==> config.mk <==
export PLATFORM = sky130hd
export DESIGN_NAME = acn_ctrl
export DESIGN_NICKNAME = d
export VERILOG_FILES = /design/src/hdl/acn_pkg.sv /design/src/hdl/acn_ctrl.sv
export SDC_FILE = /design/constraint.sdc
export NUM_CORES = 1
export LEC_CHECK = 0
export ABC_AREA = 0
export BUFFER_PORTS_ARGS = -buffer_cell sky130_fd_sc_hd__buf_2
export CAP_MARGIN = 20
export CORE_MARGIN = 5
export CORE_UTILIZATION = 57
export DETAILED_ROUTE_END_ITERATION = 10
export PLACE_DENSITY = 0.92
export SKIP_LAST_GASP = 1
export SYNTH_ARGS = -nofsm -noshare
export SYNTH_HDL_FRONTEND = slang
export SYNTH_SLANG_ARGS = --single-unit
export TNS_END_PERCENT = 20
==> constraint.sdc <==
create_clock -name i_clk -period 4.4 [get_ports i_clk]
set_input_delay 0.66 -clock i_clk [delete_from_list [all_inputs] [get_ports i_clk]]
set_output_delay 0.66 -clock i_clk [all_outputs]
set_load 0.02 [all_outputs]
==> src/hdl/acn_pkg.sv <==
package acn_pkg;

    // Input kinds
    localparam logic [2:0] KIND_FIT_NORM  = 3'd0;
    localparam logic [2:0] KIND_NORM      = 3'd1;
    localparam logic [2:0] KIND_FIT       = 3'd2;
    localparam logic [2:0] KIND_CLEAR     = 3'd3;
    localparam logic [2:0] KIND_CLEAR_ALL = 3'd4;

    // Configuration register indexes
    localparam logic [1:0] CFG_ACTIVE = 2'd0;
    localparam logic [1:0] CFG_RATE   = 2'd1;
    localparam logic [1:0] CFG_GAIN   = 2'd2;

    // Reset values and limits
    localparam logic [4:0]  ACTIVE_RESET = 5'd16;
    localparam logic [15:0] RATE_RESET   = 16'd655;
    localparam logic [15:0] GAIN_RESET   = 16'd256;
    localparam logic [15:0] RATE_MIN     = 16'd66;
    localparam logic [15:0] RATE_MAX     = 16'd32768;
    localparam logic [31:0] VAR_ONE      = 32'd65536;
    localparam logic [31:0] VAR_MIN      = 32'd7;

    // Start values of the square root and divide loop counters
    localparam logic [5:0] SQRT_LAST = 6'd24;
    localparam logic [5:0] DIV_LAST  = 6'd48;

    typedef struct packed {
        logic [2:0]         kind;
        logic [7:0]         channel;
        logic signed [31:0] sample;
    } t_in_word;

    typedef struct packed {
        logic signed [31:0] normalized;
        logic               accepted;
        logic               forced_zero;
    } t_out_word;

    typedef enum logic [4:0] {
        OP_NONE, OP_LOAD, OP_STEP, OP_MEAN, OP_DIFF, OP_SQ_LO, OP_SQ_HI, OP_D2,
        OP_V0, OP_V1, OP_V2, OP_VSAT, OP_G, OP_R0, OP_R1, OP_RATE,
        OP_SQ_INIT, OP_SQRT, OP_DIV_INIT, OP_DIV, OP_CLEAR, OP_SWEEP, OP_EMIT
    } t_op;

    typedef enum logic [1:0] {
        RES_ZERO, RES_ECHO, RES_FORCED, RES_QUOT
    } t_res;

    typedef struct packed {
        t_op  op;
        t_res res;
    } t_cmd;

    typedef struct packed {
        logic [2:0] kind;
        logic       ok;
        logic       forced;
        logic       cnt_last;
        logic       sweep_done;
        logic       out_free;
    } t_status;

    typedef enum logic [4:0] {
        S_IDLE, S_DISPATCH, S_STEP, S_MEAN, S_DIFF, S_SQ_LO, S_SQ_HI, S_D2,
        S_V0, S_V1, S_V2, S_VSAT, S_G, S_R0, S_R1, S_RATE, S_CHECK,
        S_SQ_INIT, S_SQRT, S_DIV_INIT, S_DIV, S_CLEAR, S_SWEEP, S_EMIT
    } t_state;

endpackage

==> src/hdl/acn_ctrl.sv <==
module acn_ctrl (
    input  logic             i_clk,
    input  logic             i_rst_n,
    input  logic             i_valid,
    input  acn_pkg::t_status i_status,
    output acn_pkg::t_cmd    o_cmd,
    output logic             o_busy
);

    acn_pkg::t_state r_state, n_state;
    acn_pkg::t_res   r_res, n_res;

    // Hold state and pending result selection
    always_ff @(posedge i_clk) begin
        if (!i_rst_n) begin
            r_state <= acn_pkg::S_IDLE;
            r_res   <= acn_pkg::RES_ZERO;
        end else begin
            r_state <= n_state;
            r_res   <= n_res;
        end
    end

    // Next state
    always_comb begin
        n_state = r_state;
        n_res   = r_res;
        case (r_state)
            acn_pkg::S_IDLE: begin
                if (i_valid) n_state = acn_pkg::S_DISPATCH;
            end
            acn_pkg::S_DISPATCH: begin
                n_state = acn_pkg::S_EMIT;
                n_res   = acn_pkg::RES_ZERO;
                case (i_status.kind)
                    acn_pkg::KIND_FIT_NORM: begin
                        if (i_status.ok) n_state = acn_pkg::S_STEP;
                        else n_res = acn_pkg::RES_ECHO;
                    end
                    acn_pkg::KIND_NORM: begin
                        if (i_status.ok) n_state = acn_pkg::S_CHECK;
                        else n_res = acn_pkg::RES_ECHO;
                    end
                    acn_pkg::KIND_FIT: begin
                        if (i_status.ok) n_state = acn_pkg::S_STEP;
                    end
                    acn_pkg::KIND_CLEAR: begin
                        if (i_status.ok) n_state = acn_pkg::S_CLEAR;
                    end
                    acn_pkg::KIND_CLEAR_ALL: n_state = acn_pkg::S_SWEEP;
                    default: n_state = acn_pkg::S_EMIT;
                endcase
            end
            acn_pkg::S_STEP:  n_state = acn_pkg::S_MEAN;
            acn_pkg::S_MEAN:  n_state = acn_pkg::S_DIFF;
            acn_pkg::S_DIFF:  n_state = acn_pkg::S_SQ_LO;
            acn_pkg::S_SQ_LO: n_state = acn_pkg::S_SQ_HI;
            acn_pkg::S_SQ_HI: n_state = acn_pkg::S_D2;
            acn_pkg::S_D2:    n_state = acn_pkg::S_V0;
            acn_pkg::S_V0:    n_state = acn_pkg::S_V1;
            acn_pkg::S_V1:    n_state = acn_pkg::S_V2;
            acn_pkg::S_V2:    n_state = acn_pkg::S_VSAT;
            acn_pkg::S_VSAT:  n_state = acn_pkg::S_G;
            acn_pkg::S_G:     n_state = acn_pkg::S_R0;
            acn_pkg::S_R0:    n_state = acn_pkg::S_R1;
            acn_pkg::S_R1:    n_state = acn_pkg::S_RATE;
            acn_pkg::S_RATE: begin
                if (i_status.kind == acn_pkg::KIND_FIT_NORM) begin
                    n_state = acn_pkg::S_CHECK;
                end else begin
                    n_state = acn_pkg::S_EMIT;
                    n_res   = acn_pkg::RES_ZERO;
                end
            end
            acn_pkg::S_CHECK: begin
                if (i_status.forced) begin
                    n_state = acn_pkg::S_EMIT;
                    n_res   = acn_pkg::RES_FORCED;
                end else begin
                    n_state = acn_pkg::S_SQ_INIT;
                end
            end
            acn_pkg::S_SQ_INIT: n_state = acn_pkg::S_SQRT;
            acn_pkg::S_SQRT: begin
                if (i_status.cnt_last) n_state = acn_pkg::S_DIV_INIT;
            end
            acn_pkg::S_DIV_INIT: n_state = acn_pkg::S_DIV;
            acn_pkg::S_DIV: begin
                if (i_status.cnt_last) begin
                    n_state = acn_pkg::S_EMIT;
                    n_res   = acn_pkg::RES_QUOT;
                end
            end
            acn_pkg::S_CLEAR: begin
                n_state = acn_pkg::S_EMIT;
                n_res   = acn_pkg::RES_ZERO;
            end
            acn_pkg::S_SWEEP: begin
                if (i_status.sweep_done) begin
                    n_state = acn_pkg::S_EMIT;
                    n_res   = acn_pkg::RES_ZERO;
                end
            end
            acn_pkg::S_EMIT: begin
                if (i_status.out_free) n_state = acn_pkg::S_IDLE;
            end
            default: n_state = acn_pkg::S_IDLE;
        endcase
    end

    // Command outputs
    always_comb begin
        o_cmd.op  = acn_pkg::OP_NONE;
        o_cmd.res = r_res;
        case (r_state)
            acn_pkg::S_IDLE:     if (i_valid) o_cmd.op = acn_pkg::OP_LOAD;
            acn_pkg::S_STEP:     o_cmd.op = acn_pkg::OP_STEP;
            acn_pkg::S_MEAN:     o_cmd.op = acn_pkg::OP_MEAN;
            acn_pkg::S_DIFF:     o_cmd.op = acn_pkg::OP_DIFF;
            acn_pkg::S_SQ_LO:    o_cmd.op = acn_pkg::OP_SQ_LO;
            acn_pkg::S_SQ_HI:    o_cmd.op = acn_pkg::OP_SQ_HI;
            acn_pkg::S_D2:       o_cmd.op = acn_pkg::OP_D2;
            acn_pkg::S_V0:       o_cmd.op = acn_pkg::OP_V0;
            acn_pkg::S_V1:       o_cmd.op = acn_pkg::OP_V1;
            acn_pkg::S_V2:       o_cmd.op = acn_pkg::OP_V2;
            acn_pkg::S_VSAT:     o_cmd.op = acn_pkg::OP_VSAT;
            acn_pkg::S_G:        o_cmd.op = acn_pkg::OP_G;
            acn_pkg::S_R0:       o_cmd.op = acn_pkg::OP_R0;
            acn_pkg::S_R1:       o_cmd.op = acn_pkg::OP_R1;
            acn_pkg::S_RATE:     o_cmd.op = acn_pkg::OP_RATE;
            acn_pkg::S_SQ_INIT:  o_cmd.op = acn_pkg::OP_SQ_INIT;
            acn_pkg::S_SQRT:     o_cmd.op = acn_pkg::OP_SQRT;
            acn_pkg::S_DIV_INIT: o_cmd.op = acn_pkg::OP_DIV_INIT;
            acn_pkg::S_DIV:      o_cmd.op = acn_pkg::OP_DIV;
            acn_pkg::S_CLEAR:    o_cmd.op = acn_pkg::OP_CLEAR;
            acn_pkg::S_SWEEP:    if (!i_status.sweep_done) o_cmd.op = acn_pkg::OP_SWEEP;
            acn_pkg::S_EMIT:     if (i_status.out_free) o_cmd.op = acn_pkg::OP_EMIT;
            default:             o_cmd.op = acn_pkg::OP_NONE;
        endcase
    end

    assign o_busy = (r_state != acn_pkg::S_IDLE);

endmodule

### Yosys cells after proc, flatten, opt, wreduce, memory -nomap -nowiden

Cells that the tools add are included.

* register bits after elaboration: 7
* word-level logic and storage cells: 67
* input bits: 11

* reductions and logical operators: 8
* eq/ne operators: 34
* multiplexer cells: 23

Operator list (count)
* $pmux 5 s24: 1
* $pmux 5 s22: 1
* $eq 5x4->1 const B: 8
* $eq 5x5->1 const B: 8
* $mux 5: 8
* $eq 5x3->1 const B: 4
* $pmux 5 s4: 1
* $ne 2x2->1 const B: 7
* $pmux 2 s6: 1
* $eq 5x2->1 const B: 2
* $mux 2: 5
* $reduce_and 5->1: 2
* $mux 3: 3
* $eq 3x2->1 const B: 2
* $reduce_bool 6->1: 1
* $eq 5x1->1 const B: 1
* $logic_not 5->1: 1
* $reduce_bool 5->1: 1
* $reduce_or 2->1: 2
* $eq 3x1->1 const B: 1
* $eq 3x3->1 const B: 1
* $logic_not 3->1: 1
* $mux 1: 3

### Depth between registers and ports, before layout

* word-level depth: 4
* mapped depth: 7
* depth with buffers taken out: 5

### Least setup slack after synthesis

OpenSTA, ideal clock, no wires.

* kind: reg2out
* start: register r_state[1]
* end: output o_cmd[2] (netlist name)
* path buffers: 2
* stages on the path, launching flop included: 6
* data required time: 3.740 ns
* slack: 2.242 ns
* arrival: 1.498 ns
* cell sequence: dfxtp_1 -> buf_4 -> buf_2 -> nor3_1 -> a22oi_1 -> o32ai_1

RTL lines
* start: declaration: RTL line acn_ctrl.sv:10 `acn_pkg::t_state r_state, n_state;`
* start signal: assignment: RTL line acn_ctrl.sv:16 `r_state <= acn_pkg::S_IDLE;`
* start signal: assignment: RTL line acn_ctrl.sv:19 `r_state <= n_state;`
* end: declaration: RTL line acn_ctrl.sv:6 `output acn_pkg::t_cmd o_cmd,`

==> metrics.md <==
| Metric | Value |
|---|---|
| Outcome | complete, no violations |
| Fin crit share | 61.7% |
| Unrepaired setup endpoints after global routing | no |
| Synth Cell Area | 876 µm² |
| Total of max-cap violations | 0 |
| Post-synthesis adder-cell area fraction | 1.14% |
| WHS | 0.482 ns |
| Post-CTS sizing | 0 |
| Min Tclk post-route | 2.72 ns |
| Root buf cell | clkbuf_4 |
| Synth Flop Type | dfxtp_1 |
| FF-to-FF Start | r_state[1] |
| Sequential Power Share | 29.1% |
| Hpwl dp | around 1.6 mm |
| Routability cong. | 0.859 |
| TritonCTS clock tree | built |
| GRT met1 Usage | 27.6% |
| Worst setup SP type | flop |
| Syn Inst Count | between 100 and 150 |
| Yosys warns | 0 |
| Worst Setup SP | r_state[1] |
| Async SR Flop Fraction | 0% |
| Total number of vias | 959 |
| Antenna diodes | 0 |
| DRT Pass-1 Iters | 4 |
| Synth Area in XOR/XNOR | 2.00% |
| Hold crit path type | flop to flop |
| Fmax | 368 MHz |
| DIE AREA | about 2400 µm² |
| Via density | 6.48 |
| Post-synth EDFFs | 0 |
| Die Width | ~50 µm |
| Least-Margin Pin Slew | 0.746 ns |
| Met2 GRT Util | around 28% |
| Port bufs | 18 |
| Share of cells above drive strength 1 | 22.0% |
| Largest fanout on the critical path | 19 |
| Die Ht | 49.2 µm |
| Fin util | a little under two thirds |
| Num CTS Buffers | 3 |
| NumNets Final | 144 |
| Initial Util | 58.8% |
| Power Dens Cells | ~640 nW/µm² |
| Area grow syn2layout | 8.00% |
| Drt initial violations | 50 |
| Core box area | approximately 1500 µm² |
| Clock slew at reported path FFs | 0.05 ns |
| Initial antenna violation count | 0 |
| Fill cells | 130 |
| Final setup TNS | 0 ns |
| Synth Area in Compound Gates | 34.6% |
| Critical Path End Type | primary output |
| Hold_sp | r_res[0] |
| Final Hold Fails | 0 |
| Avg Cell Area, Syn | around 7.3 µm² |
| Number of distinct library cells after synthesis | 48 |
| Final setup vio count | 0 |
| Total Wirelength | 2.24 mm |
| Logic gate share of total power | between 60% and 70% |
| Sw Share | 52.9% |
| Leakage power | 0.385 nW |
| Worst Skew | ~0.0034 ns |
| DR WL/cell | 15.1 µm |
| Largest net degree at the start of global routing | 24 |
| Peak VDD IR | 0.000364 V |
| I/O pin total | 19 |
| Global route total overflow | 0 |
| Proportion of synthesized area in mux cells | 2.86% |
| Met3 GRT Util | between 3 and 4% |
| Antenna Nets Post-Route | 0 |
| Largest family of logic cells by synthesized area | compound AO/OA/AOI/OAI gates |
| Drt drc | 0 |
| H-tree levels | 1 |
| Number of global-route vias before repair | 830 |
| Dpl cells | 144 |
| Synth Register Bits | 7 |
| Non-Filler Instances | 148 |
| Clk Latency, worst-skew pair | 0.25 ns |
| Clock power share | 9.7% |
| First-pass GRT wire length | 3.77 mm |
| Slew HR | 50.2% |
| Simple-gate area share of the yosys netlist | 34.1% |
| Seq/Total Area, Yosys | 16.0% |
| Crit Path Category | flop to primary output |
| Max Root-Sink Buffers | 2 |
| Post-CTS Setup Inserts | 0 |
| Net switching power | 0.000322 W |
| Critical path required time | around 3.7 ns |
| GRT Resource Usage Total | 18.6% |
| Fin. max-slew vios | 0 |
| CP arrival | 2.06 ns |
| Clk sinks | 7 |
| Num rows | 14 |
| Most Used Layer, Global Route | met2 |
| R2r setup slk | 2.31 ns |
| Hold-fix buffers at CTS | 0 |
| Int Pwr | 0.000287 W |
| Post-synth net total | 131 |
[flip-flops by register name (all words and copies together) (netlist names)]
signal,flops
r_res,2
r_state,5
[stage by stage]
stage / area (µm²) / setup WS (ns) / power (W)
final: 946 / 1.68 / 0.000609
after global routing: 946 / 1.50 / 0.000665
after CTS: 946 / 1.72 / 0.000602
after detailed placement: 920 / 1.98 / 0.000541
after global placement: 920 / 2.05 / 0.000533
after floorplan: 876 / 2.24 / 0.000480
[cell usage after synthesis (2+ instances only)]
master / number / area share [%]
nand2b_1: 7 / 5.0
a22oi_1: 2 / 1.7
nor3_1: 8 / 4.6
nand2_1: 8 / 3.4
nand3_1: 3 / 1.7
o21a_1: 3 / 2.6
a21o_1: 3 / 2.6
o211ai_1: 2 / 1.7
or3_1: 3 / 2.1
o22ai_1: 2 / 1.4
dfxtp_1: 7 / 16
o32ai_1: 2 / 2.0
nor2b_1: 2 / 1.4
buf_6: 2 / 2.6
nor2_1: 6 / 2.6
a31oi_1: 2 / 1.4
and2_1: 2 / 1.4
nor4_1: 2 / 1.4
o21ai_0: 11 / 6.3
buf_2: 5 / 2.9
a21oi_1: 6 / 3.4
nand3b_1: 2 / 1.7
inv_1: 4 / 1.7
buf_4: 2 / 1.7
[cell usage in the layout (no fill, tap or decap), drive strengths merged, types with 2 or more instances in the layout]
| master | n |
|---|---|
| buf | 18 |
| o21ai | 12 |
| nor3 | 8 |
| nand2 | 8 |
| nand2b | 7 |
| dfxtp | 7 |
| nor2 | 6 |
| a21oi | 6 |
| inv | 4 |
| nand3 | 4 |
| clkbuf | 4 |
| o21a | 3 |
| a21o | 3 |
| or3 | 3 |
| nor2b | 2 |
| a22oi | 2 |
| o32ai | 2 |
| nand3b | 2 |
| nor4 | 2 |
| o22ai | 2 |
| a31oi | 2 |
| o211ai | 2 |
| and2 | 2 |
| a2111oi | 2 |
[worst max-delay path, stage by stage, from the launching register on]
cell and delay, ns:
dfxtp_1 0.73, inv_1 0.30, o21ai_0 0.23, a21boi_0 0.20, o21a_1 0.13, nor2_1 0.04
buf_2 0.16
[cell type report]
class	instances	area (µm²)	share of cell area, %
Clock buffer	4	26.3	2.78
Tap cell	16	20.0	2.12
Timing Repair Buffer	18	90.1	9.52
Sequential cell	7	140	14.8
Inverter	4	15.0	1.59
Multi-Input combinational cell	99	654	69.2
[routing by layer]
metal  part of all wire (%)  vias up
met5                      0        -
met4                   0.40        0
met3                    6.0        2
met2                     48       37
met1                     46      439
li1                       -      481
[worst paths after layout]
check,endpoint,depth (start not counted)
worst max-delay path,o_cmd[4],6
worst max register to register,r_state[0],5
worst min register to register,r_res[0],2
worst min-delay path,r_res[0],2
[kinds of logic (layout without fill, tap and decap cells)]
| group | count (synthesis) | count (layout) |
|---|---|---|
| AND/OR/NAND/NOR | 50 | 50 |
| AO/OA/AOI/OAI | 44 | 44 |
| buffers and inverters | 14 | 26 |
| flip-flops | 7 | 7 |
| XOR/XNOR | 2 | 2 |
| multiplexers | 2 | 2 |
| adder cells (fa/ha/maj) | 1 | 1 |
[power groups by stage]
stage | logic, W | registers (W) | clock network (W)
final | 0.000373 | 0.000177 | 0.0000590
after global routing | 0.000416 | 0.000184 | 0.0000645
after CTS | 0.000371 | 0.000171 | 0.0000598
after detailed placement | 0.000369 | 0.000172 | 0
after global placement | 0.000363 | 0.000171 | 0
after floorplan | 0.000381 | 0.0000986 | 0
(Power assumes the default switching activity.)
